### src/rtl/core/prf_pkg.sv
// Shared types and constants of the page replacement engine.
package prf_pkg;

  // Input item kinds.
  localparam logic KIND_REF   = 1'b0;
  localparam logic KIND_CLEAR = 1'b1;

  // Replacement policies.
  localparam logic POLICY_FIFO = 1'b0;
  localparam logic POLICY_LRU  = 1'b1;

  // Configuration register indexes.
  localparam int  REG_IDX_W  = 1;
  localparam logic [REG_IDX_W-1:0] REG_POLICY = 1'b0;
  localparam logic [REG_IDX_W-1:0] REG_FRAMES = 1'b1;

  // Fixed field widths.
  localparam int FRAMES_W    = 5;
  localparam int PAGE_IN_W   = 16;
  localparam int FRAME_OUT_W = 4;
  localparam int EVICT_W     = 16;
  localparam int COUNT_W     = 16;

  localparam logic [FRAMES_W-1:0] FRAMES_RESET = 5'd16;
  localparam logic [COUNT_W-1:0]  COUNT_MAX    = '1;

  // Commands from the controller to the datapath.
  typedef struct packed {
    logic capture;  // latch an accepted input transaction
    logic decide;   // register the hit search and victim choice
    logic commit;   // update frames and load the result register
  } prf_cmd_t;

endpackage

### src/rtl/core/prf_ctrl.sv
// Controller state machine of the page replacement engine.
module prf_ctrl (
  input  logic              clk,
  input  logic              rst_n,
  input  logic              in_tvalid,
  output logic              in_tready,
  output logic              out_tvalid,
  input  logic              out_tready,
  output prf_pkg::prf_cmd_t cmd
);

  typedef enum logic [1:0] {
    S_IDLE,
    S_DECIDE,
    S_COMMIT
  } state_t;

  state_t state_r, state_nxt;
  logic   out_valid_r, out_valid_nxt;
  logic   slot_free;
  logic   in_fire;

  // The result register can take a new result when it is empty or being drained.
  assign slot_free = !out_valid_r || out_tready;
  assign in_tready = (state_r == S_IDLE) || ((state_r == S_COMMIT) && slot_free);
  assign in_fire   = in_tvalid && in_tready;

  assign cmd.capture = in_fire;
  assign cmd.decide  = (state_r == S_DECIDE);
  assign cmd.commit  = (state_r == S_COMMIT) && slot_free;

  assign out_tvalid = out_valid_r;

  always_comb begin
    state_nxt = state_r;
    unique case (state_r)
      S_IDLE: begin
        if (in_fire) state_nxt = S_DECIDE;
      end
      S_DECIDE: begin
        state_nxt = S_COMMIT;
      end
      S_COMMIT: begin
        if (slot_free) state_nxt = in_fire ? S_DECIDE : S_IDLE;
      end
      default: state_nxt = S_IDLE;
    endcase
  end

  always_comb begin
    out_valid_nxt = out_valid_r;
    if (cmd.commit) out_valid_nxt = 1'b1;
    else if (out_tready) out_valid_nxt = 1'b0;
  end

  always_ff @(posedge clk) begin
    if (!rst_n) begin
      state_r     <= S_IDLE;
      out_valid_r <= 1'b0;
    end else begin
      state_r     <= state_nxt;
      out_valid_r <= out_valid_nxt;
    end
  end

endmodule

### src/rtl/core/prf_dpath.sv
// Datapath of the page replacement engine: frame table, recency ranks and result register.
module prf_dpath #(
  parameter int FRAME_COUNT = 16,
  parameter int PAGE_BITS   = 16
) (
  input  logic                                 clk,
  input  logic                                 rst_n,
  input  prf_pkg::prf_cmd_t                    cmd,
  input  logic                                 policy_mode,
  input  logic [prf_pkg::FRAMES_W-1:0]         frames_in_use,
  input  logic                                 in_kind,
  input  logic [prf_pkg::PAGE_IN_W-1:0]        in_page,
  output logic                                 res_hit,
  output logic [prf_pkg::FRAME_OUT_W-1:0]      res_frame_index,
  output logic                                 res_evicted_valid,
  output logic [prf_pkg::EVICT_W-1:0]          res_evicted_page,
  output logic [prf_pkg::COUNT_W-1:0]          res_fault_count
);

  localparam int IDX_W = $clog2(FRAME_COUNT);
  localparam int CNT_W = $clog2(FRAME_COUNT + 1);

  // Frame table and recency state.
  logic [PAGE_BITS-1:0]         frame_page_r [FRAME_COUNT];
  logic [IDX_W-1:0]             rank_r       [FRAME_COUNT];
  logic [FRAME_COUNT-1:0]       valid_r;
  logic [IDX_W-1:0]             ptr_r;
  logic [prf_pkg::COUNT_W-1:0]  faults_r;

  // Captured input transaction.
  logic                         kind_r;
  logic [PAGE_BITS-1:0]         page_r;

  // Decision registered between the search cycle and the update cycle.
  logic                         d_hit_r;
  logic [IDX_W-1:0]             d_slot_r;
  logic                         d_was_valid_r;
  logic [PAGE_BITS-1:0]         d_ev_page_r;
  logic [IDX_W-1:0]             d_old_rank_r;
  logic [IDX_W-1:0]             d_ptr_nxt_r;

  // Search logic.
  logic [CNT_W-1:0]             n_act;
  logic                         hit_found;
  logic [IDX_W-1:0]             hit_idx;
  logic                         empty_found;
  logic [IDX_W-1:0]             empty_idx;
  logic [IDX_W-1:0]             lru_idx;
  logic [IDX_W-1:0]             ptr_eff;
  logic [IDX_W-1:0]             ptr_nxt;
  logic [IDX_W-1:0]             slot;
  logic [IDX_W-1:0]             t_rank [FRAME_COUNT];
  logic [IDX_W-1:0]             t_idx  [FRAME_COUNT];
  logic [FRAME_COUNT-1:0]       t_ok;

  logic [prf_pkg::COUNT_W-1:0]  faults_nxt;
  logic                         is_clear;
  logic                         ev_valid;

  always_comb begin
    if (frames_in_use == '0) n_act = CNT_W'(1);
    else if (int'(frames_in_use) > FRAME_COUNT) n_act = CNT_W'(FRAME_COUNT);
    else n_act = CNT_W'(frames_in_use);
  end

  // Lowest active frame holding the page, and lowest active empty frame.
  always_comb begin
    hit_found   = 1'b0;
    hit_idx     = '0;
    empty_found = 1'b0;
    empty_idx   = '0;
    for (int i = FRAME_COUNT - 1; i >= 0; i--) begin
      if (i < int'(n_act)) begin
        if (valid_r[i] && (frame_page_r[i] == page_r)) begin
          hit_found = 1'b1;
          hit_idx   = IDX_W'(i);
        end
        if (!valid_r[i]) begin
          empty_found = 1'b1;
          empty_idx   = IDX_W'(i);
        end
      end
    end
  end

  // Oldest active frame by a comparison tree; ties keep the lower index.
  always_comb begin
    for (int i = 0; i < FRAME_COUNT; i++) begin
      t_rank[i] = rank_r[i];
      t_idx[i]  = IDX_W'(i);
      t_ok[i]   = (i < int'(n_act));
    end
    for (int s = 1; s < FRAME_COUNT; s = s * 2) begin
      for (int i = 0; i + s < FRAME_COUNT; i = i + 2 * s) begin
        if (t_ok[i + s] && (!t_ok[i] || (t_rank[i + s] > t_rank[i]))) begin
          t_rank[i] = t_rank[i + s];
          t_idx[i]  = t_idx[i + s];
          t_ok[i]   = 1'b1;
        end
      end
    end
    lru_idx = t_idx[0];
  end

  // The round-robin pointer wraps to frame 0 when the frame count has shrunk below it.
  always_comb begin
    ptr_eff = (int'(ptr_r) >= int'(n_act)) ? '0 : ptr_r;
    ptr_nxt = ((int'(ptr_eff) + 1) >= int'(n_act)) ? '0 : ptr_eff + IDX_W'(1);
  end

  always_comb begin
    if (hit_found) slot = hit_idx;
    else if (policy_mode == prf_pkg::POLICY_FIFO) slot = ptr_eff;
    else if (empty_found) slot = empty_idx;
    else slot = lru_idx;
  end

  assign is_clear = (kind_r == prf_pkg::KIND_CLEAR);
  assign ev_valid = !d_hit_r && d_was_valid_r;

  always_comb begin
    if (d_hit_r || (faults_r == prf_pkg::COUNT_MAX)) faults_nxt = faults_r;
    else faults_nxt = faults_r + prf_pkg::COUNT_W'(1);
  end

  always_ff @(posedge clk) begin
    if (cmd.capture) begin
      kind_r <= in_kind;
      page_r <= PAGE_BITS'(in_page);
    end
    if (cmd.decide) begin
      d_hit_r       <= hit_found;
      d_slot_r      <= slot;
      d_was_valid_r <= valid_r[slot];
      d_ev_page_r   <= frame_page_r[slot];
      d_old_rank_r  <= rank_r[slot];
      d_ptr_nxt_r   <= ptr_nxt;
    end
    if (cmd.commit) begin
      if (is_clear) begin
        res_hit           <= 1'b0;
        res_frame_index   <= '0;
        res_evicted_valid <= 1'b0;
        res_evicted_page  <= '0;
        res_fault_count   <= '0;
      end else begin
        // Move the chosen frame to the front and age the frames that were newer.
        for (int i = 0; i < FRAME_COUNT; i++) begin
          if (IDX_W'(i) == d_slot_r) begin
            rank_r[i] <= '0;
          end else if (valid_r[i] && (!d_was_valid_r || (rank_r[i] < d_old_rank_r))) begin
            rank_r[i] <= rank_r[i] + IDX_W'(1);
          end
        end
        if (!d_hit_r) frame_page_r[d_slot_r] <= page_r;
        res_hit           <= d_hit_r;
        res_frame_index   <= prf_pkg::FRAME_OUT_W'(d_slot_r);
        res_evicted_valid <= ev_valid;
        res_evicted_page  <= ev_valid ? prf_pkg::EVICT_W'(d_ev_page_r) : '0;
        res_fault_count   <= faults_nxt;
      end
    end
  end

  always_ff @(posedge clk) begin
    if (!rst_n) begin
      valid_r  <= '0;
      ptr_r    <= '0;
      faults_r <= '0;
    end else if (cmd.commit) begin
      if (is_clear) begin
        valid_r  <= '0;
        ptr_r    <= '0;
        faults_r <= '0;
      end else begin
        faults_r <= faults_nxt;
        if (!d_hit_r) begin
          valid_r[d_slot_r] <= 1'b1;
          if (policy_mode == prf_pkg::POLICY_FIFO) ptr_r <= d_ptr_nxt_r;
        end
      end
    end
  end

endmodule

### src/rtl/core/page_replacement_fifo_lru_top.sv
// Top level of the page replacement engine: stream ports, register port and core wiring.
//
// Each input transaction names a page (or clears all frames) and yields exactly one result
// transaction: hit flag, frame index, displaced page and the saturating fault count. Each
// transaction is processed in order: a decide state searches the active frames in parallel
// and chooses the victim (lowest empty frame or oldest frame in LRU mode, round-robin
// pointer in FIFO mode), then a commit state updates the frame table, the recency ranks
// and the pointer and loads the result register. The next input is taken in the cycle
// the result is loaded as long as the result register is free or being drained.
// Registers are at byte 0 (policy: 0 FIFO, 1 LRU) and byte 4 (frames in use, 0 treated
// as 1, above the frame count saturated); write them only while the engine is idle.
module page_replacement_fifo_lru_top #(
  parameter int FRAME_COUNT = 16,
  parameter int PAGE_BITS   = 16
) (
  input  logic        clk,
  input  logic        rst_n,
  // Input stream.
  input  logic        in_tvalid,
  output logic        in_tready,
  input  logic [15:0] in_tdata,   // [15:0] page_number
  input  logic        in_tuser,   // [0] kind
  // Result stream.
  output logic        out_tvalid,
  input  logic        out_tready,
  output logic [39:0] out_tdata,  // [0] hit, [4:1] frame_index, [5] evicted_valid,
                                  // [21:6] evicted_page, [37:22] fault_count, [39:38] zero
  // Register port.
  input  logic        cfg_psel,
  input  logic        cfg_penable,
  input  logic        cfg_pwrite,
  input  logic [2:0]  cfg_paddr,
  input  logic [31:0] cfg_pwdata,
  output logic [31:0] cfg_prdata,
  output logic        cfg_pready
);

  logic                                  policy_r;
  logic [prf_pkg::FRAMES_W-1:0]          frames_r;
  logic [prf_pkg::REG_IDX_W-1:0]         reg_idx;
  logic                                  cfg_wr;
  prf_pkg::prf_cmd_t                     cmd;

  logic                                  res_hit;
  logic [prf_pkg::FRAME_OUT_W-1:0]       res_frame_index;
  logic                                  res_evicted_valid;
  logic [prf_pkg::EVICT_W-1:0]           res_evicted_page;
  logic [prf_pkg::COUNT_W-1:0]           res_fault_count;

  assign cfg_pready = 1'b1;
  assign reg_idx    = cfg_paddr[2];
  assign cfg_wr     = cfg_psel && cfg_penable && cfg_pwrite && cfg_pready;

  always_ff @(posedge clk) begin
    if (!rst_n) begin
      policy_r <= prf_pkg::POLICY_FIFO;
      frames_r <= prf_pkg::FRAMES_RESET;
    end else if (cfg_wr) begin
      unique case (reg_idx)
        prf_pkg::REG_POLICY: policy_r <= cfg_pwdata[0];
        prf_pkg::REG_FRAMES: frames_r <= cfg_pwdata[prf_pkg::FRAMES_W-1:0];
        default: ;
      endcase
    end
  end

  always_comb begin
    unique case (reg_idx)
      prf_pkg::REG_POLICY: cfg_prdata = {31'd0, policy_r};
      prf_pkg::REG_FRAMES: cfg_prdata = {{(32 - prf_pkg::FRAMES_W){1'b0}}, frames_r};
      default:             cfg_prdata = '0;
    endcase
  end

  prf_ctrl u_ctrl (
    .clk        (clk),
    .rst_n      (rst_n),
    .in_tvalid  (in_tvalid),
    .in_tready  (in_tready),
    .out_tvalid (out_tvalid),
    .out_tready (out_tready),
    .cmd        (cmd)
  );

  prf_dpath #(
    .FRAME_COUNT (FRAME_COUNT),
    .PAGE_BITS   (PAGE_BITS)
  ) u_dpath (
    .clk               (clk),
    .rst_n             (rst_n),
    .cmd               (cmd),
    .policy_mode       (policy_r),
    .frames_in_use     (frames_r),
    .in_kind           (in_tuser),
    .in_page           (in_tdata),
    .res_hit           (res_hit),
    .res_frame_index   (res_frame_index),
    .res_evicted_valid (res_evicted_valid),
    .res_evicted_page  (res_evicted_page),
    .res_fault_count   (res_fault_count)
  );

  assign out_tdata = {2'b00, res_fault_count, res_evicted_page, res_evicted_valid,
                      res_frame_index, res_hit};

endmodule

### config.mk
export PLATFORM = sky130hd
export DESIGN_NAME = page_replacement_fifo_lru_top
export DESIGN_NICKNAME = d
export VERILOG_FILES = /design/src/rtl/core/prf_pkg.sv /design/src/rtl/core/prf_ctrl.sv /design/src/rtl/core/prf_dpath.sv /design/src/rtl/core/page_replacement_fifo_lru_top.sv
export SDC_FILE = /design/constraint.sdc
export NUM_CORES = 1
export LEC_CHECK = 0
export BUFFER_PORTS_ARGS = -buffer_cell sky130_fd_sc_hd__buf_2
export CAP_MARGIN = 20
export CELL_PAD_IN_SITES_DETAIL_PLACEMENT = 0
export CELL_PAD_IN_SITES_GLOBAL_PLACEMENT = 2
export CORE_UTILIZATION = 38
export DETAILED_ROUTE_END_ITERATION = 8
export PLACE_DENSITY = 0.74
export SETUP_SLACK_MARGIN = 0.15
export SLEW_MARGIN = 20
export SYNTH_ARGS = -nofsm -noshare
export SYNTH_HDL_FRONTEND = slang
export SYNTH_SLANG_ARGS = --single-unit
### constraint.sdc
create_clock -name clk -period 6.6 [get_ports clk]
set_input_delay 1.32 -clock clk [delete_from_list [all_inputs] [get_ports clk]]
set_output_delay 1.32 -clock clk [all_outputs]
set_load 0.01 [all_outputs]
==> results of run 1 <==
==> layer usage <==
metal	up-vias	part of all wire, %	wire (um)	track usage [%]
met4	0	5.0	5160	12.6
li1	10800	-	-	-
met3	225	7.6	7940	3.58
met2	1105	46	47300	43.2
met1	11800	42	43500	37.0
met5	-	0	0	0
==> worst paths after layout <==
check                           slack [ns]  cells after the start                 endpoint
worst max-delay path                 -0.49                     44  u_dpath.d_ev_page_r[10]
worst min-delay path                  0.49                      2        u_ctrl.out_tvalid
worst max register to register       -0.49                     44  u_dpath.d_ev_page_r[10]
worst min register to register        0.49                      2        u_ctrl.out_tvalid
==> sequential cells by signal, summed over array words and instances, names as in the netlist, 2 cells and up <==
signal / count
u_dpath.d_slot_r: 4
u_dpath.faults_r: 16
u_dpath.d_ptr_nxt_r: 4
u_dpath.d_ev_page_r: 16
u_dpath.valid_r: 16
u_dpath.rank_r: 64
u_dpath.res_evicted_page: 16
u_ctrl.state_r: 2
u_dpath.page_r: 16
frames_r: 5
u_dpath.ptr_r: 4
u_dpath.res_frame_index: 4
u_dpath.res_fault_count: 16
u_dpath.d_old_rank_r: 4
u_dpath.frame_page_r: 256
==> layout make-up <==
type                    count  area [um^2]
well taps                 950         1190
repair buffers            536         4750
flip-flops and latches    450        13100
fillers                  6465        36800
multi-input cells        1961        14300
inverters                  76          303
clock inverters            37          234
clock buffers              58         1330
==> where the power goes <==
group	switching, mW	internal, mW
Clock	1.23	1.49
Combinational	0.375	0.298
Sequential	0.0472	3.12
==> kinds of logic (layout without fill, tap and decap cells) <==
group,Yosys count,count (layout),share of synthesized area (%)
flops,450,450,46.9
xor+xnor,306,306,9.62
simple gates,942,942,18.5
buf+inv,285,707,5.43
compound gates,479,479,10.9
other cells,2,30,0.0269
mux,69,69,2.59
fa+ha+maj,135,135,6.06
==> worst register-to-register path, delay by kind of cell, from the launching register on <==
kind / cells / cell delay, ns
buffers and inverters: 27 / 3.03
AOI/OAI and AO/OA: 7 / 1.45
and+or+nand+nor: 7 / 1.12
adders and majority gates: 2 / 0.54
DFF: 1 / 0.43
muxes: 1 / 0.30
==> stage by stage <==
stage	TNS [ns]	hold slack [ns]	power, mW	utilization [%]
CTS	-5.74	0.495	6.55	47.8
global placement	-14.75	0.480	3.76	43.5
floorplan	0	0.488	3.55	-
detailed placement	-16.29	0.483	3.76	43.5
global route	-13.96	0.524	6.75	48.9
finish	-7.75	0.489	6.56	48.9
==> placed cells by master (no fill, tap or decap), types with 16 or more instances in the layout <==
master     count
nor3_1        37
dfxtp_1       43
o211ai_1      18
a21oi_2       23
nand3_1      174
ha_1         120
nor2_1       167
conb_1        30
nand2_1       87
buf_12        29
mux2i_1       31
xor2_1       118
o21a_1        16
buf_4        366
nor4_1        30
edfxtp_1     405
clkbuf_16     58
buf_6         47
xnor2_1      188
nor2b_1       61
nand4_1      227
inv_1         62
clkinv_1      16
o2111ai_1     29
o2111ai_2     22
a21oi_1       56
and2_1        28
nand2b_1      23
a21o_1        25
o21ai_0      190
buf_2         74
==> what timing repair did <==
item                       4_1_cts  5_1_grt
resized for setup              156       93
pin swaps                       72       53
setup endpoints to repair       25       25
hold buffers                     0        0
setup buffers                   75       18
cloned                           9        6
==> flow_metrics.py, run 1 <==
metrics = {
    "power": {
        "powerDensity_nw_per_um2": 186,
        "peakVddDrop_v": 0.000222,
        "p_leak_nw": 13.1,
    },
    "cts": {
        "cts.sinks": 450,
        "clk_pin_slew_ns": 0.06,
        "cts_buffer_depth": 3,
        "cts_tree": "built",
        "clock_latency_ns": 0.62,
        "root_buffer": "clkbuf_16",
        "cts_buffers": 51,
        "h-tree-depth": 2,
    },
    "route": {
        "detail_route.wl_per_cell_um": 25.5,
        "wl_um": 104000,
        "drc": 0,
        "antenna_left": 0,
        "vias": 23900,
        "viasPerCell": 5.88,
        "drtPass1Iterations": 6,
        "drt_first_iter_violations": 2644,
    },
    "floorplanning": {
        "die-area_um2": 74400,
        "die_x_um": 273,
        "initial_core_util_pct": 38.7,
        "io_pins": 134,
        "die-height_um": 273,
        "core_um2": 72000,
        "core.rowCount": 98,
    },
    "sta": {
        "fmax_ghz": 0.141,
        "drv_slew": 0,
        "rsz0062_at_grt": "true",
        "slew_headroom_pct": 12.5,
        "worst_pin_slew_ns": 1.30,
        "clock_skew_ns": 0.0278,
        "setup_slack_ns": -0.489,
        "hold_viol_final": 0,
        "setup_viol": 21,
        "timing.final.crit_share_pct": 107,
        "period_needed_ns": 7.09,
    },
    "run": {
        "maxCapViolCount": 0,
    },
    "hold_path": {
        "hold_class": "register to register",
        "hp-start": "u_ctrl.out_tvalid",
    },
    "layout": {
        "final_layout_size_suffix_gt1_share_pct": 25.6,
        "area_growth_syn_to_layout_pct": 26.3,
        "diodes": 0,
        "fin_nets": 3270,
        "finalNonFillerCells": 4068,
        "final_area_um2": 35200,
    },
    "place": {
        "gp_congestion": 0.935,
        "port_buffers": 74,
        "place_inst": 3864,
        "pre_cts_ws_ns": -0.781,
        "dp_hpwl_um": 73100,
        "place_area_um2": 31300,
    },
    "grt": {
        "grt-ovfl-total": 0,
        "grt_start_max_net_pins": 86,
        "grt_first_pass_wirelength_um": 152000,
        "grt_pass1_vias": 23600,
        "grt_use_total_pct": 27.3,
        "antenna_found_initial": 0,
    },
    "logic_synthesis": {
        "ys_seq_area_share_pct": 46.9,
        "synthArstFlopShare_pct": 0,
        "synth.most_common_cell": "edfxtp_1",
        "synth_top_cells_by_count": "edfxtp_1 (405), nand4_1 (227), o21ai_0 (207)",
        "synth_top_area_share_pct": 43.6,
        "synth_edf_count": 405,
        "synth_area_leader_cell": "edfxtp_1",
        "ys_types": 85,
        "synth_seq_cells": 450,
        "avgSynthCellArea_um2": 10.4,
        "ys_warn_count": 0,
        "synthCells": 2668,
        "ys.flop_type": "edfxtp_1",
        "synthTopCellsByArea": "edfxtp_1 (44%), ha_1 (6.1%), xnor2_1 (5.9%)",
        "netlist_area_um2": 27900,
    },
    "outcome": {
        "violations": "negative setup slack",
        "status": "finished with violations",
    },
    "critical_path": {
        "arrival_ns": 7.51,
        "path_buf_inv": 27,
        "cp_top_family": "buffers and inverters",
        "crit_start": "u_dpath.rank_r[13][1]",
        "regToRegStartpoint": "u_dpath.rank_r[13][1]",
        "end_kind": "register",
        "cp_slowest_cell": "edfxtp_1",
        "startpoint_type": "register",
        "cp_slowest_stage_delay_ns": 0.43,
        "path_class": "register to register",
        "critPathRequiredTime_ns": 7.02,
        "path_common_cell": "buf_6",
        "critPathMaxFanout": 8,
    },
}
No activity file was read; power rests on OpenSTA's default activity.
==> run 2, diff against run 1 <==
--- a/config.mk
+++ b/config.mk
@@ -7,11 +7,9 @@
 export LEC_CHECK = 0
 export BUFFER_PORTS_ARGS = -buffer_cell sky130_fd_sc_hd__buf_2
 export CAP_MARGIN = 20
-export CELL_PAD_IN_SITES_DETAIL_PLACEMENT = 0
-export CELL_PAD_IN_SITES_GLOBAL_PLACEMENT = 2
-export CORE_UTILIZATION = 38
+export CORE_UTILIZATION = 45
 export DETAILED_ROUTE_END_ITERATION = 8
-export PLACE_DENSITY = 0.74
+export PLACE_DENSITY = 0.6
 export SETUP_SLACK_MARGIN = 0.15
 export SLEW_MARGIN = 20
 export SYNTH_ARGS = -nofsm -noshare
==> flow_metrics.py, run 2 (synthesis gave the netlist of run 1 again) <==
metrics = {
    "critical_path": {
        "cp_top_family": "compound AO/OA/AOI/OAI gates",
        "critPathRequiredTime_ns": 6.95,
        "cp_slowest_cell": "edfxtp_1",
        "end_kind": "register",
        "critPathMaxFanout": 7,
        "startpoint_type": "register",
        "path_buf_inv": 5,
        "path_class": "register to register",
        "cp_slowest_stage_delay_ns": 0.44,
        "arrival_ns": 7.39,
    },
    "place": {
        "port_buffers": 74,
        "gp_congestion": 0.984,
        "place_area_um2": 30900,
        "dp_hpwl_um": 69300,
    },
    "cts": {
        "cts.sinks": 450,
        "h-tree-depth": 2,
        "cts_buffers": 51,
        "clk_pin_slew_ns": 0.06,
        "root_buffer": "clkbuf_16",
        "clock_latency_ns": 0.63,
        "cts-hold-fix-buffers": 0,
        "cts_buffer_depth": 3,
        "cts_tree": "built",
    },
    "sta": {
        "clock_skew_ns": 0.0284,
        "setup_viol": 21,
        "setup_slack_ns": -0.440,
        "hold_viol_final": 0,
        "rsz0062_at_grt": "true",
        "fmax_ghz": 0.142,
        "drv_slew": 0,
        "worst_pin_slew_ns": 1.24,
        "fin_hold_ws_ns": 0.500,
        "slew_headroom_pct": 16.2,
        "timing.final.crit_share_pct": 107,
        "period_needed_ns": 7.04,
    },
    "layout": {
        "top_register": "u_dpath.frame_page_r",
        "fillers": 5132,
        "fin_nets": 3248,
        "largest_register_ffs": 256,
        "final_area_um2": 34900,
        "top_regs": "u_dpath.frame_page_r x256, u_dpath.rank_r x64",
        "layout_commonest_cell": "edfxtp_1",
        "mostFrequentLayoutCells": "edfxtp_1 (405), buf_4 (346), nand4_1 (227)",
        "final_layout_size_suffix_gt1_share_pct": 24.7,
        "seq_area_um2": 13100,
        "multi_input_area_um2": 14200,
        "area_growth_syn_to_layout_pct": 25.3,
    },
    "power": {
        "p_leak_nw": 13.0,
        "powerDensity_nw_per_um2": 194,
        "peakVddDrop_v": 0.000240,
    },
    "route": {
        "wl_um": 101000,
        "drtPass1Iterations": 7,
        "antenna_left": 0,
        "drc": 0,
        "vias": 24100,
        "viasPerCell": 6.21,
        "drt_first_iter_violations": 2606,
        "detail_route.wl_per_cell_um": 26.0,
    },
    "floorplanning": {
        "core_um2": 60800,
        "die-area_um2": 62900,
        "die-height_um": 251,
        "io_pins": 134,
        "initial_core_util_pct": 45.8,
        "die_x_um": 251,
        "core.rowCount": 90,
    },
    "outcome": {
        "violations": "negative setup slack",
        "status": "finished with violations",
    },
    "grt": {
        "grt_start_max_net_pins": 58,
        "grt_pass1_vias": 23200,
        "grt_use_total_pct": 31.0,
        "grt-ovfl-total": 0,
        "grt_first_pass_wirelength_um": 146000,
        "antenna_found_initial": 3,
    },
    "run": {
        "maxCapViolCount": 0,
    },
    "hold_path": {
        "hold_class": "register to register",
    },
}
-- run 2: cell types whose count changed in the layout (fill, tap and decap cells not counted), sizes merged --
cell / previous run / this run
clkbuf: 64 / 69
clkinvlp: 1 / 2
bufinv: 1 / 6
clkinv: 34 / 22
diode: 0 / 1
buf: 528 / 505
-- run 2: what timing repair did --
| item | in CTS | in global routing |
|---|---|---|
| pin swaps | 66 | 68 |
| setup buffers | 66 | 20 |
| setup endpoints to repair | 24 | 25 |
| cloned | 12 | 7 |
| resized for setup | 157 | 108 |
-- run 2: worst paths after layout --
kind                                   to  depth (start not counted)  slack (ns)                  start
setup reg to reg  u_dpath.d_ev_page_r[13]                         35       -0.44  u_dpath.rank_r[13][1]
hold reg to reg         u_ctrl.out_tvalid                          2        0.50      u_ctrl.out_tvalid
setup / recovery  u_dpath.d_ev_page_r[13]                         35       -0.44  u_dpath.rank_r[13][1]
hold / removal          u_ctrl.out_tvalid                          2        0.50      u_ctrl.out_tvalid
-- run 2: tightest hold or removal path, stage by stage, from the launching register on --
cell	delay, ns
dfxtp_1	0.32
nand2b_1	0.06
a21boi_0	0.07
-- run 2: layout make-up --
cell class                 instances  share of cell area (%)
antenna                            1                 0.00716
clock inverter                    31                    1.00
tap                              782                    2.80
clock buffer                      62                    3.89
multi-input combinational       1961                    40.7
sequential                       450                    37.4
timing repair buffer             514                    13.3
inverter                          76                   0.867
-- run 2: layer usage --
metal,part of all wire [%],vias to the layer above,global-route usage [%]
li1,-,10800,-
met1,40,11600,40.8
met2,45,1373,49.6
met3,9.3,340,5.35
met4,5.7,4,15.4
met5,0.026,-,0
-- run 2: where the power goes --
group	switching [mW]	total (mW)	leakage, nW	internal [mW]
Sequential	0.0523	3.17	3.94	3.12
Combinational	0.368	0.655	8.24	0.287
Clock	1.24	2.95	0.833	1.71
Total	1.66	6.77	13.0	5.11
-- run 2: through the flow --
step / utilization [%] / total power [mW] / instances / setup slack, ns / setup TNS [ns]
2_1_floorplan: - / 3.55 / 2696 / 0.188 / 0
3_3_place_gp: 50.9 / 3.75 / 3677 / -0.570 / -10.67
3_5_place_dp: 50.9 / 3.75 / 3677 / -0.682 / -12.67
4_1_cts: 56.1 / 6.74 / 3848 / -0.246 / -4.36
5_1_grt: 57.4 / 6.94 / 3877 / -0.650 / -12.17
6_report: 57.4 / 6.77 / 3877 / -0.440 / -6.80
